File: config.mk
export PLATFORM = sky130hd
export DESIGN_NAME = bucket_sort_engine_unit
export DESIGN_NICKNAME = d
export VERILOG_FILES = /design/src/hw/rtl/bse_pkg.sv /design/src/hw/rtl/bse_ram.sv /design/src/hw/rtl/bse_div.sv /design/src/hw/rtl/bucket_sort_engine_unit.sv
export SDC_FILE = /design/constraint.sdc
export NUM_CORES = 1
export LEC_CHECK = 0
export ABC_AREA = 1
export BUFFER_PORTS_ARGS = -buffer_cell sky130_fd_sc_hd__buf_2
export CAP_MARGIN = 20
export CELL_PAD_IN_SITES_DETAIL_PLACEMENT = 1
export CELL_PAD_IN_SITES_GLOBAL_PLACEMENT = 2
export CORE_UTILIZATION = 47
export DETAILED_ROUTE_END_ITERATION = 8
export HOLD_SLACK_MARGIN = 0.12
export MAX_ROUTING_LAYER = met4
export PLACE_DENSITY = 0.85
export SYNTH_ARGS = -nofsm -noshare
export SYNTH_HDL_FRONTEND = slang
export SYNTH_SLANG_ARGS = --single-unit
File: constraint.sdc
create_clock -name aclk -period 9 [get_ports aclk]
set_clock_uncertainty 0.1 [all_clocks]
set_input_delay 1.8 -clock aclk [delete_from_list [all_inputs] [get_ports aclk]]
set_output_delay 1.8 -clock aclk [all_outputs]
set_load 0.05 [all_outputs]
File: src/hw/rtl/bse_pkg.sv
// ----------------------------------------------------------------------------
// bse_pkg: shared types and constants of the bucket sort engine
// Key widths, configuration register indexes, sequencer states and the
// response word of the bucket width divider.
// ----------------------------------------------------------------------------
package bse_pkg;

    // Key range, counts and register data are 7 bits wide (0..127).
    localparam int KEY_W = 7;
    // Bucket index field width.
    localparam int BKT_W = 6;
    // Configuration register index width.
    localparam int CFG_IDX_W = 2;

    localparam int DEF_MAX_ITEMS  = 64;
    localparam int DEF_VALUE_BITS = 6;

    // Configuration register indexes.
    localparam logic [CFG_IDX_W-1:0] REG_N_ITEMS   = 2'd0;
    localparam logic [CFG_IDX_W-1:0] REG_N_BUCKETS = 2'd1;

    // Register values after reset.
    localparam logic [KEY_W-1:0] RST_N_ITEMS   = 7'd64;
    localparam logic [KEY_W-1:0] RST_N_BUCKETS = 7'd8;

    typedef enum logic [5:0] {
        S_IDLE     = 6'b000001,
        S_CNT_RD   = 6'b000010,
        S_CNT_CMP  = 6'b000100,
        S_DIV      = 6'b001000,
        S_SCAN_RD  = 6'b010000,
        S_SCAN_CMP = 6'b100000
    } seq_state_t;

    // Divider response: done pulse and the quotient that goes with it.
    typedef struct packed {
        logic             done;
        logic [KEY_W-1:0] quot;
    } div_rsp_t;

endpackage

File: src/hw/rtl/bse_ram.sv
// ----------------------------------------------------------------------------
// bse_ram: generic simple dual-port RAM
// One write port, one read port with registered read data.
// ----------------------------------------------------------------------------
module bse_ram #(
    parameter int WIDTH = 6,
    parameter int DEPTH = 64
) (
    input  logic                     aclk,
    input  logic                     wr_en,
    input  logic [$clog2(DEPTH)-1:0] wr_addr,
    input  logic [WIDTH-1:0]         wr_data,
    input  logic [$clog2(DEPTH)-1:0] rd_addr,
    output logic [WIDTH-1:0]         rd_data
);

    logic [WIDTH-1:0] mem [DEPTH];
    logic [WIDTH-1:0] rd_data_reg;

    always_ff @(posedge aclk) begin
        if (wr_en) begin
            mem[wr_addr] <= wr_data;
        end
        rd_data_reg <= mem[rd_addr];
    end

    assign rd_data = rd_data_reg;

endmodule

File: src/hw/rtl/bse_div.sv
// ----------------------------------------------------------------------------
// bse_div: iterative restoring divider for bucket widths
// One quotient bit per cycle while busy; done is high for a single cycle, together with the final quotient.
// ----------------------------------------------------------------------------
module bse_div
    (
    input  logic                      aclk,
    input  logic                      aresetn,
    input  logic                      start,
    input  logic [bse_pkg::KEY_W-1:0] numer,
    input  logic [bse_pkg::KEY_W-1:0] denom,
    output bse_pkg::div_rsp_t         rsp
);
    import bse_pkg::*;

    localparam int STEP_W = $clog2(KEY_W);

    logic [KEY_W-1:0]  q_reg, q_next;
    logic [KEY_W:0]    rem_reg, rem_next;
    logic [KEY_W-1:0]  den_reg;
    logic [STEP_W-1:0] step_reg;
    logic              busy_reg;
    logic              done_reg;

    logic [KEY_W:0] rem_sh;
    logic           ge;

    always_comb begin
        rem_sh   = {rem_reg[KEY_W-1:0], q_reg[KEY_W-1]};
        ge       = rem_sh >= {1'b0, den_reg};
        rem_next = ge ? (rem_sh - {1'b0, den_reg}) : rem_sh;
        q_next   = {q_reg[KEY_W-2:0], ge};
    end

    always_ff @(posedge aclk) begin
        if (!aresetn) begin
            busy_reg <= 1'b0;
            done_reg <= 1'b0;
            step_reg <= '0;
        end else begin
            done_reg <= 1'b0;
            if (start) begin
                busy_reg <= 1'b1;
                step_reg <= '0;
            end else if (busy_reg) begin
                step_reg <= step_reg + 1'b1;
                if (step_reg == STEP_W'(KEY_W - 1)) begin
                    busy_reg <= 1'b0;
                    done_reg <= 1'b1;
                end
            end
        end
    end

    always_ff @(posedge aclk) begin
        if (start) begin
            q_reg   <= numer;
            rem_reg <= '0;
            den_reg <= denom;
        end else if (busy_reg) begin
            q_reg   <= q_next;
            rem_reg <= rem_next;
        end
    end

    assign rsp.done = done_reg;
    assign rsp.quot = q_reg;

endmodule

File: src/hw/rtl/bucket_sort_engine_unit.sv
// ----------------------------------------------------------------------------
// bucket_sort_engine_unit: bucket sort engine, top level
// Loads a data set, splits the key range into buckets and streams the kept
// values out in ascending order with their bucket index.
// ----------------------------------------------------------------------------
// Usage: each input word stores one value (words are taken while s_ready
// is high); the word with s_last_in set starts the sort and s_ready stays low
// until the sort ends. The sort is a sequencer around one RAM read port and
// the compare logic on its read data: a count pass reads the L stored values,
// then every key from 0 up to the largest kept value takes a scan of the
// store, and each bucket reached adds a width division; the result side can
// stall the scan on m_ready. Values at or above the clamped n_items are
// dropped; if none is kept, nothing is sent. The final result word carries
// m_last_out. Configuration words are taken at any time but must only be
// written while the engine is idle.
// ----------------------------------------------------------------------------
module bucket_sort_engine_unit #(
    parameter int MAX_ITEMS  = bse_pkg::DEF_MAX_ITEMS,
    parameter int VALUE_BITS = bse_pkg::DEF_VALUE_BITS
) (
    input  logic                          aclk,
    input  logic                          aresetn,
    // configuration channel
    input  logic                          cfg_valid,
    output logic                          cfg_ready,
    input  logic [bse_pkg::CFG_IDX_W-1:0] cfg_index,
    input  logic [bse_pkg::KEY_W-1:0]     cfg_data,
    // input channel
    input  logic                          s_valid,
    output logic                          s_ready,
    input  logic [VALUE_BITS-1:0]         s_value,
    input  logic                          s_last_in,
    // result channel
    output logic                          m_valid,
    input  logic                          m_ready,
    output logic [VALUE_BITS-1:0]         m_sorted_value,
    output logic [bse_pkg::BKT_W-1:0]     m_bucket_index,
    output logic                          m_last_out
);
    import bse_pkg::*;

    localparam int AW    = $clog2(MAX_ITEMS);
    localparam int CNT_W = $clog2(MAX_ITEMS + 1);
    localparam int CMP_W = (VALUE_BITS > KEY_W) ? VALUE_BITS : KEY_W;

    // configuration registers
    logic [KEY_W-1:0] n_items_reg;
    logic [KEY_W-1:0] n_buckets_reg;

    // sequencer
    seq_state_t       state_reg, state_next;
    logic [CNT_W-1:0] load_count_reg, load_count_next;
    logic [CNT_W-1:0] k_reg, k_next;
    logic [KEY_W-1:0] total_reg, total_next;
    logic [KEY_W-1:0] emit_cnt_reg, emit_cnt_next;
    logic [KEY_W-1:0] v_reg, v_next;
    logic [BKT_W-1:0] b_reg, b_next;
    logic [KEY_W-1:0] start_reg, start_next;
    logic [KEY_W-1:0] end_reg, end_next;

    // result register
    logic                  m_valid_reg, m_valid_next;
    logic [VALUE_BITS-1:0] m_value_reg;
    logic [BKT_W-1:0]      m_bucket_reg;
    logic                  m_last_reg;

    // datapath
    logic [KEY_W-1:0]      n_eff, nb_eff;
    logic [VALUE_BITS-1:0] rd_data;
    logic                  wr_en;
    logic                  in_acc;
    logic                  kept, match, slot_free, emit, last_emit, last_k;
    logic                  div_start;
    logic [KEY_W-1:0]      div_span, div_left, div_numer;
    div_rsp_t              div_rsp;

    assign cfg_ready = 1'b1;
    assign s_ready   = (state_reg == S_IDLE);
    assign in_acc    = s_valid && s_ready;
    assign wr_en     = in_acc && (load_count_reg < CNT_W'(MAX_ITEMS));

    // Clamp the registers: n_items to 1..MAX_ITEMS, n_buckets to 1..n_items.
    always_comb begin
        n_eff = n_items_reg;
        if (n_items_reg == '0) begin
            n_eff = KEY_W'(1);
        end else if (n_items_reg > KEY_W'(MAX_ITEMS)) begin
            n_eff = KEY_W'(MAX_ITEMS);
        end
        nb_eff = n_buckets_reg;
        if (n_buckets_reg == '0) begin
            nb_eff = KEY_W'(1);
        end else if (n_buckets_reg > n_eff) begin
            nb_eff = n_eff;
        end
    end

    always_ff @(posedge aclk) begin
        if (!aresetn) begin
            n_items_reg   <= RST_N_ITEMS;
            n_buckets_reg <= RST_N_BUCKETS;
        end else if (cfg_valid && cfg_ready) begin
            case (cfg_index)
                REG_N_ITEMS:   n_items_reg   <= cfg_data;
                REG_N_BUCKETS: n_buckets_reg <= cfg_data;
                default: ;
            endcase
        end
    end

    // Value store: written at the fill count while loading, read at the scan
    // index during the sort. The read address holds in the compare states,
    // so the registered read data stays valid across output stalls.
    bse_ram #(
        .WIDTH (VALUE_BITS),
        .DEPTH (MAX_ITEMS)
    ) u_store (
        .aclk    (aclk),
        .wr_en   (wr_en),
        .wr_addr (load_count_reg[AW-1:0]),
        .wr_data (s_value),
        .rd_addr (k_reg[AW-1:0]),
        .rd_data (rd_data)
    );

    // Compare logic on the store read data: "below key range" in the count pass,
    // "equal to current key" in the emit passes.
    assign kept      = CMP_W'(rd_data) < CMP_W'(n_eff);
    assign match     = CMP_W'(rd_data) == CMP_W'(v_reg);
    assign slot_free = !m_valid_reg || m_ready;
    assign emit      = (state_reg == S_SCAN_CMP) && match && slot_free;
    assign last_emit = emit && ((emit_cnt_reg + 1'b1) == total_reg);
    assign last_k    = (k_reg == (load_count_reg - 1'b1));

    // Bucket width = ceil(span / left) = (span + left - 1) / left.
    always_comb begin
        if (state_reg == S_CNT_CMP) begin
            div_span = n_eff;
            div_left = nb_eff;
        end else begin
            div_span = n_eff - end_reg;
            div_left = nb_eff - KEY_W'(b_reg) - 1'b1;
        end
        div_numer = div_span + div_left - 1'b1;
    end

    bse_div u_div (
        .aclk    (aclk),
        .aresetn (aresetn),
        .start   (div_start),
        .numer   (div_numer),
        .denom   (div_left),
        .rsp     (div_rsp)
    );

    always_comb begin
        state_next      = state_reg;
        load_count_next = load_count_reg;
        k_next          = k_reg;
        total_next      = total_reg;
        emit_cnt_next   = emit_cnt_reg;
        v_next          = v_reg;
        b_next          = b_reg;
        start_next      = start_reg;
        end_next        = end_reg;
        div_start       = 1'b0;

        case (state_reg)
            S_IDLE: begin
                if (in_acc) begin
                    if (wr_en) begin
                        load_count_next = load_count_reg + 1'b1;
                    end
                    if (s_last_in) begin
                        k_next     = '0;
                        total_next = '0;
                        state_next = S_CNT_RD;
                    end
                end
            end
            S_CNT_RD: begin
                state_next = S_CNT_CMP;
            end
            S_CNT_CMP: begin
                total_next = total_reg + KEY_W'(kept);
                if (!last_k) begin
                    k_next     = k_reg + 1'b1;
                    state_next = S_CNT_RD;
                end else if (total_next == '0) begin
                    // nothing kept: drop the data set
                    load_count_next = '0;
                    state_next      = S_IDLE;
                end else begin
                    emit_cnt_next = '0;
                    v_next        = '0;
                    b_next        = '0;
                    start_next    = '0;
                    div_start     = 1'b1;
                    state_next    = S_DIV;
                end
            end
            S_DIV: begin
                if (div_rsp.done) begin
                    end_next   = start_reg + div_rsp.quot;
                    k_next     = '0;
                    state_next = S_SCAN_RD;
                end
            end
            S_SCAN_RD: begin
                state_next = S_SCAN_CMP;
            end
            S_SCAN_CMP: begin
                if (!(match && !slot_free)) begin
                    if (emit) begin
                        emit_cnt_next = emit_cnt_reg + 1'b1;
                    end
                    if (last_emit) begin
                        load_count_next = '0;
                        state_next      = S_IDLE;
                    end else if (!last_k) begin
                        k_next     = k_reg + 1'b1;
                        state_next = S_SCAN_RD;
                    end else begin
                        v_next = v_reg + 1'b1;
                        k_next = '0;
                        if (v_next == end_reg) begin
                            // advance to the next bucket
                            b_next     = b_reg + 1'b1;
                            start_next = end_reg;
                            div_start  = 1'b1;
                            state_next = S_DIV;
                        end else begin
                            state_next = S_SCAN_RD;
                        end
                    end
                end
            end
            default: begin
                state_next = S_IDLE;
            end
        endcase
    end

    always_ff @(posedge aclk) begin
        if (!aresetn) begin
            state_reg      <= S_IDLE;
            load_count_reg <= '0;
            m_valid_reg    <= 1'b0;
        end else begin
            state_reg      <= state_next;
            load_count_reg <= load_count_next;
            m_valid_reg    <= m_valid_next;
        end
    end

    always_ff @(posedge aclk) begin
        k_reg        <= k_next;
        total_reg    <= total_next;
        emit_cnt_reg <= emit_cnt_next;
        v_reg        <= v_next;
        b_reg        <= b_next;
        start_reg    <= start_next;
        end_reg      <= end_next;
    end

    // Result register: load on emit, drop valid once taken.
    always_comb begin
        m_valid_next = m_valid_reg;
        if (emit) begin
            m_valid_next = 1'b1;
        end else if (m_ready) begin
            m_valid_next = 1'b0;
        end
    end

    always_ff @(posedge aclk) begin
        if (emit) begin
            m_value_reg  <= rd_data;
            m_bucket_reg <= b_reg;
            m_last_reg   <= last_emit;
        end
    end

    assign m_valid        = m_valid_reg;
    assign m_sorted_value = m_value_reg;
    assign m_bucket_index = m_bucket_reg;
    assign m_last_out     = m_last_reg;

`ifndef SYNTHESIS
    a_emit_in_bucket: assert property (@(posedge aclk) disable iff (!aresetn)
        emit |-> (v_reg >= start_reg && v_reg < end_reg))
        else $error("emitted key outside its bucket range");

    a_emit_bound: assert property (@(posedge aclk) disable iff (!aresetn)
        (state_reg == S_SCAN_CMP) |-> (emit_cnt_reg < total_reg))
        else $error("emit count reached kept total while scanning");

    a_width_pos: assert property (@(posedge aclk) disable iff (!aresetn)
        (state_reg == S_DIV && div_rsp.done) |-> (div_rsp.quot != '0))
        else $error("zero bucket width");

    a_load_bound: assert property (@(posedge aclk) disable iff (!aresetn)
        load_count_reg <= CNT_W'(MAX_ITEMS))
        else $error("fill count above store depth");

    a_load_hold: assert property (@(posedge aclk) disable iff (!aresetn)
        (state_reg != S_IDLE) |=>
            (load_count_reg == $past(load_count_reg) || load_count_reg == '0))
        else $error("fill count changed during sort");
`endif

endmodule

==> summary.txt <==
Outcome
  – Status: completed

Timing
  – Fmax: 0.1878 GHz
  – # setup viols final: 0
  – RSZ-0062 raised after global routing: no
  – Min Tclk post-route: between 5 and 6 ns
  – Hold slack: 0.3960 ns
  – Max Slew Vio Count: 0
  – Final period util: between 50% and 60%
  – Worst slew pin tran: 1.039 ns
  – Final TNS setup: 0 ns
  – Final hold viol count: 0
  – Max-slew headroom: just over 30%

Global routing
  – Largest net degree at the start of global routing: ~200
  – Gr usage total: 25.81%
  – First-pass GRT wire length: about 95,000 um
  – Initial antenna violation count: 0
  – Number of global-route vias before repair: around 16,000
  – Gr ovfl total: 0

Layout
  – Max FFs per register: approximately 380
  – Final #Nets: 2,139
  – Register name with the most flops: u_store.mem
  – Footprint of the multi-input gates: between 7000 and 8000 sq um
  – Synthesis-to-finish area growth: 10.11%
  – Fill cells: ~5,000
  – Layout cells sized above 1: 7.392%
  – Register Area: between 10,000 and 15,000 sq um
  – Fin util: 52.68%
  – ANT cells: 0
  – Final Non-Filler Cells: about 2,700

Route
  – DR pass1 iterations: 5
  – DR iter-0 viols: ~1,200
  – DRC viols: 0
  – Final WL: between 60,000 and 70,000 um
  – Vias: 15,770
  – Detail Route Antenna Nets: 0
  – WL/cell: roughly 23 um
  – Post-DR vias/cell: 5.815

Power
  – Worst IR Drop VDD: around 0.00019 V
  – LEAKAGE: 9.020 nW
  – Overall power: between 6 and 7 mW
  – Pwr dens: roughly 240 nW/um^2

Setup path
  – Worst endpoint required time: 9.25 ns
  – Critical Path Source: n_items_reg[4]$_SDFFE_PN0P_
  – Crit Path Max Fanout: 10
  – Critical Path Start Type: flop
  – Reg2Reg Depth: 26
  – Capturing point of the worst reg2reg path: u_div.q_reg[5]$_DFFE_PP_
  – Flop-to-flop setup slack: around 3.7 ns
  – Crit path capture type: flop
  – Reg-to-Reg Start: n_items_reg[4]$_SDFFE_PN0P_
  – Crit path kind: flop to flop
  – Critical Path Sink: u_div.q_reg[5]$_DFFE_PP_
  – WP data arrival: 5.57 ns

Clock network
  – CTS resizes: 0
  – H-tree Lvls: 2
  – Clock tree buffer depth: 3
  – Worst-Skew Late Latency: just over 0.6 ns
  – Root Driver: clkbuf_16
  – CTS Buf Count: 53
  – Post-CTS setup buffer count: 0
  – Total clock sinks: a little over 500
  – Post-CTS Hold Buffers: 0
  – TritonCTS clock tree: done
  – Clock slew at reported path FFs: 0.06 ns

Synthesis
  – EDFF count, synth: 459
  – Dominant cells by area after synthesis: edfxtp_1 (60%), nor2_1 (5.4%), o21ai_0 (4.2%)
  – Post-synthesis sequential area ratio: 64.10%
  – Unique masters post-synth: 50
  – YS warnings: 0
  – Synthesized area per cell: ~11 sq um
  – Synth Area in XOR/XNOR: 1.876%
  – Mapped cell area: ~23,000 sq um
  – Post-synthesis simple-gate area fraction: between 10% and 20%
  – Yosys reg bits: a little over 500
  – Largest family of logic cells by synthesized area: simple AND/OR/NAND/NOR gates
  – Synth top area share: approximately 60%
  – Compound-Gate Fraction of Synth Area: around 11%
  – Mapped Cells: 2,045
  – Asr flop ratio synth: 0%
  – Cell taking the most area after synthesis: edfxtp_1
  – Synth Flop Type: edfxtp_1
  – Syn_nets: between 2,000 and 2,500
  – Synth Area in Adders: between 3 and 4%
  – Post-synthesis mux area share: approximately 2%

Floorplanning
  – Initial core utilization: a little under half
  – Die span in x: between 200 and 250 um
  – Ports: 37
  – Die area: a little under 50,000 sq um
  – # rows: 80
  – DIE HEIGHT: 222.9 um
  – Core area: roughly 48,000 sq um

Hold path
  – HP Class: flop to flop
  – Hold_sp: u_div.step_reg[0]$_SDFFE_PP0P_

Placed design
  – Hpwl dp: a little under 40,000 um
  – Placed cell count: 2,615
  – # port buffers: 35
  – Final Wtd Congestion: around 0.9

Job
  – Max_cap viols: 0
==> how the worst min path moves through the flow <==
stage | to | slack (ns) | depth (start not counted)
after detailed placement | u_div.step_reg[0]$_SDFFE_PP0P_ | 0.39 | 2
final | u_div.step_reg[0]$_SDFFE_PP0P_ | 0.40 | 2
after floorplan | m_sorted_value[3]$_DFFE_PP_ | 0.34 | 0
after CTS | u_div.step_reg[0]$_SDFFE_PP0P_ | 0.40 | 2
after global routing | u_div.step_reg[0]$_SDFFE_PP0P_ | 0.42 | 2
after global placement | u_div.step_reg[2]$_SDFFE_PP0P_ | 0.38 | 2
==> per-stage QoR <==
stage | instance area [sq um] | setup slack (ns)
final | 25260 | 3.674
after CTS | 25260 | 3.691
after global placement | 23630 | 3.970
after floorplan | 22940 | 4.362
after detailed placement | 23630 | 3.726
after global routing | 25260 | 3.246
==> logic make-up after synthesis <==
group                    count (synthesis)
AND/OR/NAND/NOR                        699
flip-flops                             505
AO/OA/AOI/OAI                          418
buffers and inverters                  267
adder cells (fa/ha/maj)                 63
XOR/XNOR                                46
multiplexers                            46
other                                    1
==> layer usage <==
| layer | GRT usage, % | share of wire (%) | vias to the layer above |
|---|---|---|---|
| met5 | - | 0 | - |
| met4 | 8.409 | 3.0 | 0 |
| met3 | 3.503 | 4.9 | 110 |
| met2 | 42.53 | 49 | 408 |
| met1 | 33.05 | 43 | 7927 |
| li1 | - | - | 7326 |
==> synth_stat cells, types with 11 or more instances <==
| cell | instances |
|---|---|
| o211ai_1 | 53 |
| o221ai_1 | 46 |
| nand3_1 | 100 |
| dfxtp_1 | 46 |
| buf_2 | 15 |
| nand2_1 | 209 |
| o21ai_0 | 191 |
| xnor2_1 | 15 |
| nand4_1 | 17 |
| edfxtp_1 | 459 |
| mux2i_1 | 46 |
| inv_1 | 161 |
| a21oi_1 | 48 |
| o22ai_1 | 54 |
| nor3_1 | 11 |
| ha_1 | 58 |
| nor2_1 | 331 |
| clkbuf_1 | 71 |
| xor2_1 | 29 |
==> cell usage in the layout (no fill, tap or decap), drive strengths merged, types with 4 or more instances in the layout <==
| cell type | count |
|---|---|
| nand4 | 18 |
| o22ai | 54 |
| nor2 | 338 |
| nand3 | 101 |
| ha | 58 |
| nor3 | 13 |
| nor4 | 4 |
| dfxtp | 46 |
| mux2i | 46 |
| o211ai | 53 |
| o221ai | 46 |
| or2 | 6 |
| buf | 51 |
| o21ai | 199 |
| xor2 | 29 |
| a21oi | 50 |
| a211oi | 4 |
| nand2 | 214 |
| inv | 167 |
| o21bai | 4 |
| fa | 5 |
| clkbuf | 68 |
| edfxtp | 459 |
| clkinv | 29 |
| xnor2 | 15 |
==> layout make-up <==
type | instances | share of cell area [%]
Timing Repair Buffer | 51 | 1.219
Tap cell | 615 | 3.047
Sequential cell | 505 | 58.22
Clock inverter | 29 | 0.9858
Inverter | 171 | 2.571
Clock buffer | 68 | 5.474
Multi-Input combinational cell | 1273 | 28.49
==> report_power, final <==
| group | internal [mW] | switching (mW) |
|---|---|---|
| clock network | 1.17 | 0.918 |
| logic | 0.412 | 0.951 |
| registers | 2.64 | 0.0917 |
| total | 4.22 | 1.96 |
==> critical path, stage by stage, from the launching register on <==
cell	delay, ns
dfxtp_1	0.34
nor2_1	0.06
nand3_1	0.10
nor2_1	0.05
o21ai_0	0.42
inv_1	0.13
ha_1	0.20
o21ai_0	0.17
nand2_1	0.09
nand2_1	0.11
nand2_1	0.20
a21oi_1	0.19
o21ai_0	0.14
ha_1	0.22
inv_1	0.10
fa_1	0.43
or2_2	0.30
o21ai_0	0.11
inv_1	0.09
ha_1	0.31
inv_1	0.06
ha_1	0.16
inv_1	0.06
fa_1	0.41
o21ai_0	0.23
xor2_1	0.20
o21ai_2	0.08
Power figures use the tool's default switching activity.
